===== src/sv/bhpq_pkg.sv =====
// ----------------------------------------------------------------------------
// bhpq_pkg
// shared constants, status codes and the key compare for the heap queue
// ----------------------------------------------------------------------------
`timescale 1ns / 1ps
`default_nettype none

package bhpq_pkg;

  localparam int KEY_W        = 32;
  localparam int CAPACITY_DEF = 64;
  localparam int TAG_BITS_DEF = 16;

  typedef logic [1:0] status_t;

  localparam status_t STAT_OK    = 2'd0;
  localparam status_t STAT_EMPTY = 2'd1;
  localparam status_t STAT_FULL  = 2'd2;

  localparam logic OP_INSERT = 1'b0;
  localparam logic OP_POP    = 1'b1;

  localparam logic ORDER_MAX = 1'b0;
  localparam logic ORDER_MIN = 1'b1;

  // true when key a should sit above key b
  function automatic logic key_better(input logic ord,
                                      input logic signed [KEY_W-1:0] a,
                                      input logic signed [KEY_W-1:0] b);
    logic res;
    if (ord == ORDER_MIN) begin
      res = (a < b);
    end else begin
      res = (a > b);
    end
    return res;
  endfunction

endpackage

`default_nettype wire


===== src/sv/bhpq_ram.sv =====
// ----------------------------------------------------------------------------
// bhpq_ram
// generic single-write, single-read ram with registered read data
// ----------------------------------------------------------------------------
`timescale 1ns / 1ps
`default_nettype none

module bhpq_ram #(
  parameter int WIDTH = 8,
  parameter int DEPTH = 16
) (
  input  wire logic                     clk,
  input  wire logic                     wr_en,
  input  wire logic [$clog2(DEPTH)-1:0] wr_addr,
  input  wire logic [WIDTH-1:0]         wr_data,
  input  wire logic                     rd_en,
  input  wire logic [$clog2(DEPTH)-1:0] rd_addr,
  output logic      [WIDTH-1:0]         rd_data
);

  logic [WIDTH-1:0] mem_r [DEPTH];

  always_ff @(posedge clk) begin
    if (wr_en) begin
      mem_r[wr_addr] <= wr_data;
    end
    if (rd_en) begin
      rd_data <= mem_r[rd_addr];
    end
  end

endmodule

`default_nettype wire


===== src/sv/bhpq_engine.sv =====
// ----------------------------------------------------------------------------
// bhpq_engine
// sequencer for insert with sift-up and pop with sift-down over the heap ram
// ----------------------------------------------------------------------------
`timescale 1ns / 1ps
`default_nettype none

module bhpq_engine
  import bhpq_pkg::*;
#(
  parameter int CAPACITY = CAPACITY_DEF,
  parameter int TAG_BITS = TAG_BITS_DEF,
  localparam int AW = $clog2(CAPACITY),
  localparam int CW = $clog2(CAPACITY + 1),
  localparam int EW = KEY_W + TAG_BITS
) (
  input  wire logic                clk,
  input  wire logic                rst_n,
  // operation beat
  input  wire logic                op_valid,
  output logic                     op_ready,
  input  wire logic                op_code,
  input  wire logic [KEY_W-1:0]    op_key,
  input  wire logic [TAG_BITS-1:0] op_tag,
  // order register write
  input  wire logic                cfg_wr,
  input  wire logic                cfg_order,
  // heap ram
  output logic                     mem_we,
  output logic [AW-1:0]            mem_waddr,
  output logic [EW-1:0]            mem_wdata,
  output logic                     mem_re,
  output logic [AW-1:0]            mem_raddr,
  input  wire logic [EW-1:0]       mem_rdata,
  // result
  output logic                     res_valid,
  input  wire logic                res_ready,
  output logic [KEY_W-1:0]         res_key,
  output logic [TAG_BITS-1:0]      res_tag,
  output status_t                  res_status,
  output logic [CW-1:0]            res_count
);

  localparam logic [3:0] S_IDLE     = 4'd0;
  localparam logic [3:0] S_UP_RD    = 4'd1;
  localparam logic [3:0] S_UP_CMP   = 4'd2;
  localparam logic [3:0] S_POP_LAST = 4'd3;
  localparam logic [3:0] S_POP_WAIT = 4'd4;
  localparam logic [3:0] S_DN_RD_L  = 4'd5;
  localparam logic [3:0] S_DN_RD_R  = 4'd6;
  localparam logic [3:0] S_DN_CMP   = 4'd7;
  localparam logic [3:0] S_OUT      = 4'd8;

  logic [3:0]          state_r, state_nxt;
  logic [CW-1:0]       count_r, count_nxt;
  logic                order_r, order_nxt;
  logic [CW-1:0]       idx_r, idx_nxt;
  logic [EW-1:0]       ent_r, ent_nxt;
  logic [EW-1:0]       lft_r, lft_nxt;
  logic [KEY_W-1:0]    res_key_r, res_key_nxt;
  logic [TAG_BITS-1:0] res_tag_r, res_tag_nxt;
  status_t             res_status_r, res_status_nxt;

  logic [CW-1:0] parent_idx;
  logic [CW:0]   lft_idx;
  logic [CW:0]   rgt_idx;
  logic          lft_ok;
  logic          rgt_ok;
  logic          pick_rgt;
  logic [CW:0]   child_idx;
  logic [EW-1:0] child_ent;

  assign parent_idx = CW'((idx_r - CW'(1)) >> 1);
  assign lft_idx    = {idx_r, 1'b1};
  assign rgt_idx    = lft_idx + (CW + 1)'(1);
  assign lft_ok     = lft_idx < {1'b0, count_r};
  assign rgt_ok     = rgt_idx < {1'b0, count_r};

  // in the compare state the right child has just come out of the ram
  assign pick_rgt  = rgt_ok && key_better(order_r, $signed(mem_rdata[KEY_W-1:0]),
                                          $signed(lft_r[KEY_W-1:0]));
  assign child_idx = pick_rgt ? rgt_idx : lft_idx;
  assign child_ent = pick_rgt ? mem_rdata : lft_r;

  assign op_ready   = (state_r == S_IDLE);
  assign res_valid  = (state_r == S_OUT);
  assign res_key    = res_key_r;
  assign res_tag    = res_tag_r;
  assign res_status = res_status_r;
  assign res_count  = count_r;

  always_comb begin
    state_nxt      = state_r;
    count_nxt      = count_r;
    order_nxt      = order_r;
    idx_nxt        = idx_r;
    ent_nxt        = ent_r;
    lft_nxt        = lft_r;
    res_key_nxt    = res_key_r;
    res_tag_nxt    = res_tag_r;
    res_status_nxt = res_status_r;
    mem_we         = 1'b0;
    mem_waddr      = idx_r[AW-1:0];
    mem_wdata      = ent_r;
    mem_re         = 1'b0;
    mem_raddr      = '0;

    // order only changes on an empty heap
    if (cfg_wr && count_r == '0) begin
      order_nxt = cfg_order;
    end

    unique case (state_r)
      S_IDLE: begin
        if (op_valid) begin
          res_key_nxt    = '0;
          res_tag_nxt    = '0;
          res_status_nxt = STAT_OK;
          if (op_code == OP_INSERT) begin
            if (count_r == CW'(CAPACITY)) begin
              res_status_nxt = STAT_FULL;
              state_nxt      = S_OUT;
            end else begin
              ent_nxt   = {op_tag, op_key};
              idx_nxt   = count_r;
              count_nxt = count_r + CW'(1);
              state_nxt = S_UP_RD;
            end
          end else begin
            if (count_r == '0) begin
              res_status_nxt = STAT_EMPTY;
              state_nxt      = S_OUT;
            end else begin
              mem_re    = 1'b1;
              mem_raddr = '0;
              count_nxt = count_r - CW'(1);
              state_nxt = S_POP_LAST;
            end
          end
        end
      end
      S_UP_RD: begin
        if (idx_r == '0) begin
          mem_we    = 1'b1;
          state_nxt = S_OUT;
        end else begin
          mem_re    = 1'b1;
          mem_raddr = parent_idx[AW-1:0];
          state_nxt = S_UP_CMP;
        end
      end
      S_UP_CMP: begin
        mem_we = 1'b1;
        if (key_better(order_r, $signed(ent_r[KEY_W-1:0]),
                       $signed(mem_rdata[KEY_W-1:0]))) begin
          // parent moves down into the hole
          mem_wdata = mem_rdata;
          idx_nxt   = parent_idx;
          state_nxt = S_UP_RD;
        end else begin
          state_nxt = S_OUT;
        end
      end
      S_POP_LAST: begin
        res_key_nxt = mem_rdata[KEY_W-1:0];
        res_tag_nxt = mem_rdata[KEY_W +: TAG_BITS];
        if (count_r == '0) begin
          state_nxt = S_OUT;
        end else begin
          mem_re    = 1'b1;
          mem_raddr = count_r[AW-1:0];
          state_nxt = S_POP_WAIT;
        end
      end
      S_POP_WAIT: begin
        ent_nxt   = mem_rdata;
        idx_nxt   = '0;
        state_nxt = S_DN_RD_L;
      end
      S_DN_RD_L: begin
        if (lft_ok) begin
          mem_re    = 1'b1;
          mem_raddr = lft_idx[AW-1:0];
          state_nxt = S_DN_RD_R;
        end else begin
          mem_we    = 1'b1;
          state_nxt = S_OUT;
        end
      end
      S_DN_RD_R: begin
        lft_nxt = mem_rdata;
        if (rgt_ok) begin
          mem_re    = 1'b1;
          mem_raddr = rgt_idx[AW-1:0];
        end
        state_nxt = S_DN_CMP;
      end
      S_DN_CMP: begin
        mem_we = 1'b1;
        if (key_better(order_r, $signed(child_ent[KEY_W-1:0]),
                       $signed(ent_r[KEY_W-1:0]))) begin
          // child moves up into the hole
          mem_wdata = child_ent;
          idx_nxt   = child_idx[CW-1:0];
          state_nxt = S_DN_RD_L;
        end else begin
          state_nxt = S_OUT;
        end
      end
      S_OUT: begin
        if (res_ready) begin
          state_nxt = S_IDLE;
        end
      end
      default: begin
        state_nxt = S_IDLE;
      end
    endcase
  end

  always_ff @(posedge clk) begin
    if (!rst_n) begin
      state_r <= S_IDLE;
      count_r <= '0;
      order_r <= ORDER_MAX;
    end else begin
      state_r <= state_nxt;
      count_r <= count_nxt;
      order_r <= order_nxt;
    end
  end

  always_ff @(posedge clk) begin
    idx_r        <= idx_nxt;
    ent_r        <= ent_nxt;
    lft_r        <= lft_nxt;
    res_key_r    <= res_key_nxt;
    res_tag_r    <= res_tag_nxt;
    res_status_r <= res_status_nxt;
  end

endmodule

`default_nettype wire


===== src/sv/binary_heap_priority_queue.sv =====
// ----------------------------------------------------------------------------
// binary_heap_priority_queue
// bounded binary heap of key/tag entries served largest or smallest key first
//   in_*  one beat per operation: in_tuser insert (0) or pop (1), in_tdata
//         the signed key and the tag of an insert
//   out_* one result beat per operation, in order: popped key and tag (zero
//         for inserts and errors), status on out_tuser, fill count after it
//   cfg_* order bit (0 max first, 1 min first), always accepted, takes
//         effect only while the heap is empty
// One ram, registered read. Errors go straight to the result. An insert
//   opens a hole at the end and climbs: read the parent, compare, move the
//   parent down into the hole, until the root or a compare stops it, then
//   writes the entry into the hole. A pop reads the root, then, unless the
//   heap is now empty, the last entry, and sinks it: read the left child,
//   the right one if present, compare, move the better child up, until a
//   leaf or a compare stops it. The next beat is taken only after the
//   result has been parked in the output register.
// Reset empties the heap and selects max order. A stalled receiver holds
//   the result beat; the engine waits once a second result is ready.
// ----------------------------------------------------------------------------
`timescale 1ns / 1ps
`default_nettype none

module binary_heap_priority_queue
  import bhpq_pkg::*;
#(
  parameter int CAPACITY = CAPACITY_DEF,
  parameter int TAG_BITS = TAG_BITS_DEF,
  localparam int AW  = $clog2(CAPACITY),
  localparam int CW  = $clog2(CAPACITY + 1),
  localparam int EW  = KEY_W + TAG_BITS,
  localparam int IDW = ((KEY_W + TAG_BITS + 7) / 8) * 8,
  localparam int ODW = ((KEY_W + TAG_BITS + CW + 7) / 8) * 8
) (
  input  wire logic           clk,
  input  wire logic           rst_n,
  input  wire logic           in_tvalid,
  output logic                in_tready,
  input  wire logic [IDW-1:0] in_tdata,   // item_key, item_tag, zero pad
  input  wire logic           in_tuser,   // operation
  output logic                out_tvalid,
  input  wire logic           out_tready,
  output logic      [ODW-1:0] out_tdata,  // out_key, out_tag, fill_count, zero pad
  output logic      [1:0]     out_tuser,  // status
  input  wire logic           cfg_valid,
  output logic                cfg_ready,
  input  wire logic           cfg_data
);

  logic                mem_we;
  logic [AW-1:0]       mem_waddr;
  logic [EW-1:0]       mem_wdata;
  logic                mem_re;
  logic [AW-1:0]       mem_raddr;
  logic [EW-1:0]       mem_rdata;

  logic                res_valid;
  logic                res_ready;
  logic [KEY_W-1:0]    res_key;
  logic [TAG_BITS-1:0] res_tag;
  status_t             res_status;
  logic [CW-1:0]       res_count;

  logic                out_valid_r;
  logic [ODW-1:0]      out_data_r;
  status_t             out_status_r;

  assign cfg_ready = 1'b1;

  bhpq_ram #(
    .WIDTH(EW),
    .DEPTH(CAPACITY)
  ) u_ram (
    .clk    (clk),
    .wr_en  (mem_we),
    .wr_addr(mem_waddr),
    .wr_data(mem_wdata),
    .rd_en  (mem_re),
    .rd_addr(mem_raddr),
    .rd_data(mem_rdata)
  );

  bhpq_engine #(
    .CAPACITY(CAPACITY),
    .TAG_BITS(TAG_BITS)
  ) u_engine (
    .clk       (clk),
    .rst_n     (rst_n),
    .op_valid  (in_tvalid),
    .op_ready  (in_tready),
    .op_code   (in_tuser),
    .op_key    (in_tdata[KEY_W-1:0]),
    .op_tag    (in_tdata[KEY_W +: TAG_BITS]),
    .cfg_wr    (cfg_valid && cfg_ready),
    .cfg_order (cfg_data),
    .mem_we    (mem_we),
    .mem_waddr (mem_waddr),
    .mem_wdata (mem_wdata),
    .mem_re    (mem_re),
    .mem_raddr (mem_raddr),
    .mem_rdata (mem_rdata),
    .res_valid (res_valid),
    .res_ready (res_ready),
    .res_key   (res_key),
    .res_tag   (res_tag),
    .res_status(res_status),
    .res_count (res_count)
  );

  // output register parts the engine from the receiver
  assign res_ready = !out_valid_r || out_tready;

  always_ff @(posedge clk) begin
    if (!rst_n) begin
      out_valid_r <= 1'b0;
    end else if (res_ready) begin
      out_valid_r <= res_valid;
    end
  end

  always_ff @(posedge clk) begin
    if (res_valid && res_ready) begin
      out_data_r   <= ODW'({res_count, res_tag, res_key});
      out_status_r <= res_status;
    end
  end

  assign out_tvalid = out_valid_r;
  assign out_tdata  = out_data_r;
  assign out_tuser  = out_status_r;

endmodule

`default_nettype wire


===== config.mk =====
export PLATFORM = sky130hd
export DESIGN_NAME = binary_heap_priority_queue
export DESIGN_NICKNAME = d
export VERILOG_FILES = /design/src/sv/bhpq_pkg.sv /design/src/sv/bhpq_ram.sv /design/src/sv/bhpq_engine.sv /design/src/sv/binary_heap_priority_queue.sv
export SDC_FILE = /design/constraint.sdc
export NUM_CORES = 2
export LEC_CHECK = 0
export BUFFER_PORTS_ARGS = -buffer_cell sky130_fd_sc_hd__buf_4
export CORE_MARGIN = 10
export CORE_UTILIZATION = 30
export DETAILED_ROUTE_END_ITERATION = 16
export PLACE_DENSITY = 0.44
export SETUP_SLACK_MARGIN = 0.3
export SLEW_MARGIN = 20
export SYNTH_ARGS = -nofsm -noshare
export SYNTH_HDL_FRONTEND = slang
export SYNTH_HIERARCHICAL = 1
export SYNTH_SLANG_ARGS = --single-unit

===== constraint.sdc =====
create_clock -name clk -period 6.9 [get_ports clk]
set_input_delay 0.345 -clock clk [delete_from_list [all_inputs] [get_ports clk]]
set_output_delay 0.345 -clock clk [all_outputs]
set_load 0.01 [all_outputs]

==> run_results.csv <==
group,metric,value,unit
place,hpwlAfterDp,269000,µm
outcome,outcome,"completed",
routing,post-route-drc-count,0,
clocking,clockBufferDepth,4,
yosys,syn_avg_cell_area,21.4,µm²
timing,period_share,93.4,%
timing,fin_setup_tns,0,ns
timing,fmax,155,MHz
timing,drv_slew,0,
cells_and_area,post_route_cells_drive_above_1_share,29.7,%
timing,maxSlewHeadroom,21.1,%
timing,finalCriticalPeriod,6.44,ns
yosys,synth.net_count,6278,
power,ir_drop,0.337,mV
floorplan,die-height,679,µm
clocking,cts_buffers,370,
clocking,cts_root_buf,"clkbuf_16",
setup_path,crit_path_end,"u_ram/mem_r[5][42]",
place,gp_congestion,0.825,
setup_path,worstReg2RegStart,"u_ram/rd_data[31]",
clocking,clk_pin_slew_worst_paths,0.06,ns
run,maxCapViolations,0,
floorplan,die_x,679,µm
global_route,gr-total-overflow,0,
timing,finClkSkew,0.0703,ns
floorplan,die_area,462000,µm²
setup_path,crit_path_start,"u_ram/rd_data[31]",
global_route,grt_pass1_vias,69300,
setup_path,slowest_delay,0.48,ns
floorplan,coreArea,434000,µm²
global_route,grt_usage,19.5,%
setup_path,slowest_stage,"ha_1",
timing,whs,0.257,ns
floorplan,initial_core_util,30.1,%
setup_path,start_kind,"flop",
yosys,ys_ff_latch,3343,
yosys,synth_ff_type,"edfxtp_1",
setup_path,rr_endpoint,"u_ram/mem_r[5][42]",
clocking,cts.sinks,3343,
global_route,grt_start_max_net_pins,65,
setup_path,critPathKind,"reg2reg",
global_route,antenna_found_initial,27,
yosys,synthCells,6106,
cells_and_area,fill_cells,39900,
clocking,ctsHtreeMaxLevel,5,
setup_path,path_max_fanout,32,
setup_path,ff2ff_setup_slack,0.46,ns
cells_and_area,fin_nets,6962,
timing,hold_viol,0,
yosys,yosysWarnings,6,
timing,setup_viol,0,
yosys,ys_seq_area_share,76.8,%
routing,first_pass_iters,7,
cells_and_area,area_growth,19.9,%
yosys,synthDistinctLibCells,71,
setup_path,worstPathRequired,7.63,ns
power,cellLeakagePower,48.9,nW
clocking,insertion_delay,0.95,ns
clocking,cts_tree,"built",
routing,vias,69600,
setup_path,critPathCaptureType,"flop",
timing,tightest_slew,1.18,ns
routing,postRouteAntennaNets,0,
setup_path,arrival,7.17,ns
routing,drt-wirelength-per-cell,36.3,µm
timing,rsz0062_at_grt,"no",
min_path,hold_class,"in2reg",
routing,drt_iter0_markers,8401,
floorplan,ios,116,
routing,viasPerCell,5.42,
yosys,synth_edf_count,3330,
global_route,grt_pass1_wl,624000,µm
routing,drt_wl_total,466000,µm
place,portBuffers,113,
yosys,syn-cell-area,130000,µm²
yosys,postSynth.asyncResetShare,0,%
floorplan,num_rows,242,
power,power_per_cell_area,437,nW/µm²
setup_path,r2r_cells,25,
worst max-delay path: cells and delay by family (launching register included):
family	cells	cell delay [ns]
AOI/OAI and AO/OA	8	1.70
adders and majority gates	2	0.79
buffers and inverters	7	1.16
DFF	1	0.39
muxes	1	0.25
and+or+nand+nor	7	1.89
power breakdown:
group	switching [mW]	internal, mW
Clock	8.26	11.3
Combinational	13.4	7.14
Sequential	0.534	27.7
Total	22.2	46.1
cell usage after synthesis (88+ instances only):
cell      count  share of area (%)
inv_1       172               0.49
nor2_1      163               0.47
nand2_1     133               0.38
buf_2        94               0.36
a21oi_1     121               0.46
mux2i_1      97               0.74
edfxtp_1   3330                 77
ha_1        116                1.1
mux4_2      754                 13
clkbuf_1    139               0.40
o22ai_1     122               0.58
a221oi_1     88               0.59
final cells by class:
| class | instances | area, µm² | share of cell area [%] |
|---|---|---|---|
| Antenna cell | 15 | 37.5 | 0.0240 |
| Clock buffer | 464 | 9820 | 6.28 |
| Clock inverter | 213 | 2050 | 1.31 |
| Inverter | 173 | 649 | 0.415 |
| Multi-Input combinational cell | 2252 | 29400 | 18.8 |
| Sequential cell | 3343 | 100000 | 64.1 |
| Tap cell | 5734 | 7170 | 4.58 |
| Timing Repair Buffer | 650 | 7150 | 4.57 |
layout by cell type (no fill, tap or decap), types with 10 or more instances in the layout:
cell type      Yosys  layout
edfxtp_1        3330    3330
mux4_2           754     754
buf_4             69     428
clkbuf_16          0     386
inv_1            172     171
buf_12             3     151
nand2_1          133     132
o22ai_1          122     122
a21oi_1          121     119
ha_1             116     116
nor2_1           163      96
mux2i_1           97      89
a221oi_1          88      86
clkbuf_1         139      81
clkinv_1           0      76
a22oi_1           73      73
clkinv_2           0      69
nor2_4             0      66
mux2_2            60      60
a22o_1            57      57
dlygate4sd3_1      0      55
and3_1            50      50
o221ai_4           0      48
a211oi_1          39      39
o221ai_1          82      34
bufinv_16          0      33
o21ai_0           43      32
nand3_1           26      26
nor2b_1           32      26
nand4_1           22      22
xnor2_1           17      17
diode_2            0      15
a21o_1            14      14
and2_1            15      14
dfxtp_1           13      13
o21ai_1            0      11
a311oi_1          11      11
inv_6              0      10
nand2b_1          14      10
through the flow:
| step | cells | setup WS, ns | util (%) | instance area [µm²] | total power [mW] |
|---|---|---|---|---|---|
| after floorplan | 6106 | -0.610 | - | 130000 | 39.3 |
| after global placement | 12100 | -0.0443 | 33.0 | 143000 | 48.4 |
| after detailed placement | 12100 | -0.0782 | 33.1 | 143000 | 48.8 |
| after CTS | 12800 | 0.307 | 35.9 | 156000 | 68.4 |
| after global routing | 12800 | 0.286 | 36.1 | 156000 | 70.9 |
| final | 12800 | 0.457 | 36.1 | 157000 | 68.4 |
routing by layer:
metal  up-vias  global-route usage [%]  routed length, µm
met5         -                       0                 46
met4         8                    5.60              16000
met3       607                    3.15              32200
met2      2925                    31.5             219000
met1     38900                    27.4             199000
li1      27200                       -                  -
worst min-delay path by stage:
stage                               startpoint                 end  slack [ns]  cells after the start
after CTS                             cfg_data    u_engine/order_r        0.18                      4
after floorplan            u_engine/res_key[0]        out_tdata[0]        0.40                      0
after global routing              in_tdata[31]  u_engine/ent_r[31]        0.23                      3
after global placement    u_engine/res_key[11]       out_tdata[11]        0.40                      0
final                             in_tdata[29]  u_engine/ent_r[29]        0.26                      3
after detailed placement  u_engine/res_key[11]       out_tdata[11]        0.40                      0
sequential cells by signal (all words and copies together) (netlist names), 7 cells and up:
register,cells
u_ram/mem_r,3072
u_ram/rd_data,48
u_engine/res_tag,16
out_tdata,55
u_engine/ent_r,48
u_engine/res_count,7
u_engine/res_key,32
u_engine/idx_r,7
u_engine/lft_r,48
kinds of logic (layout without fill, tap and decap cells):
logic type / count (synthesis) / after routing / share of synthesized area, %
simple gates: 505 / 505 / 1.87
xor+xnor: 23 / 23 / 0.154
compound gates: 694 / 694 / 3.82
buf+inv: 511 / 1500 / 1.90
fa+ha+maj: 117 / 117 / 1.13
mux: 911 / 911 / 14.3
other cells: 2 / 17 / 0.00576
flops: 3343 / 3343 / 76.8
repair_timing:
item | CTS | global route
pin swaps | 2 | 16
setup endpoints to repair | 3072 | 3072
hold buffers | 55 | 0
cloned | 0 | 11
endpoints found under the hold margin | 68 | 0
resized for setup | 8 | 32
buffers inserted | 2 | 16
(Power assumes the default switching activity.)
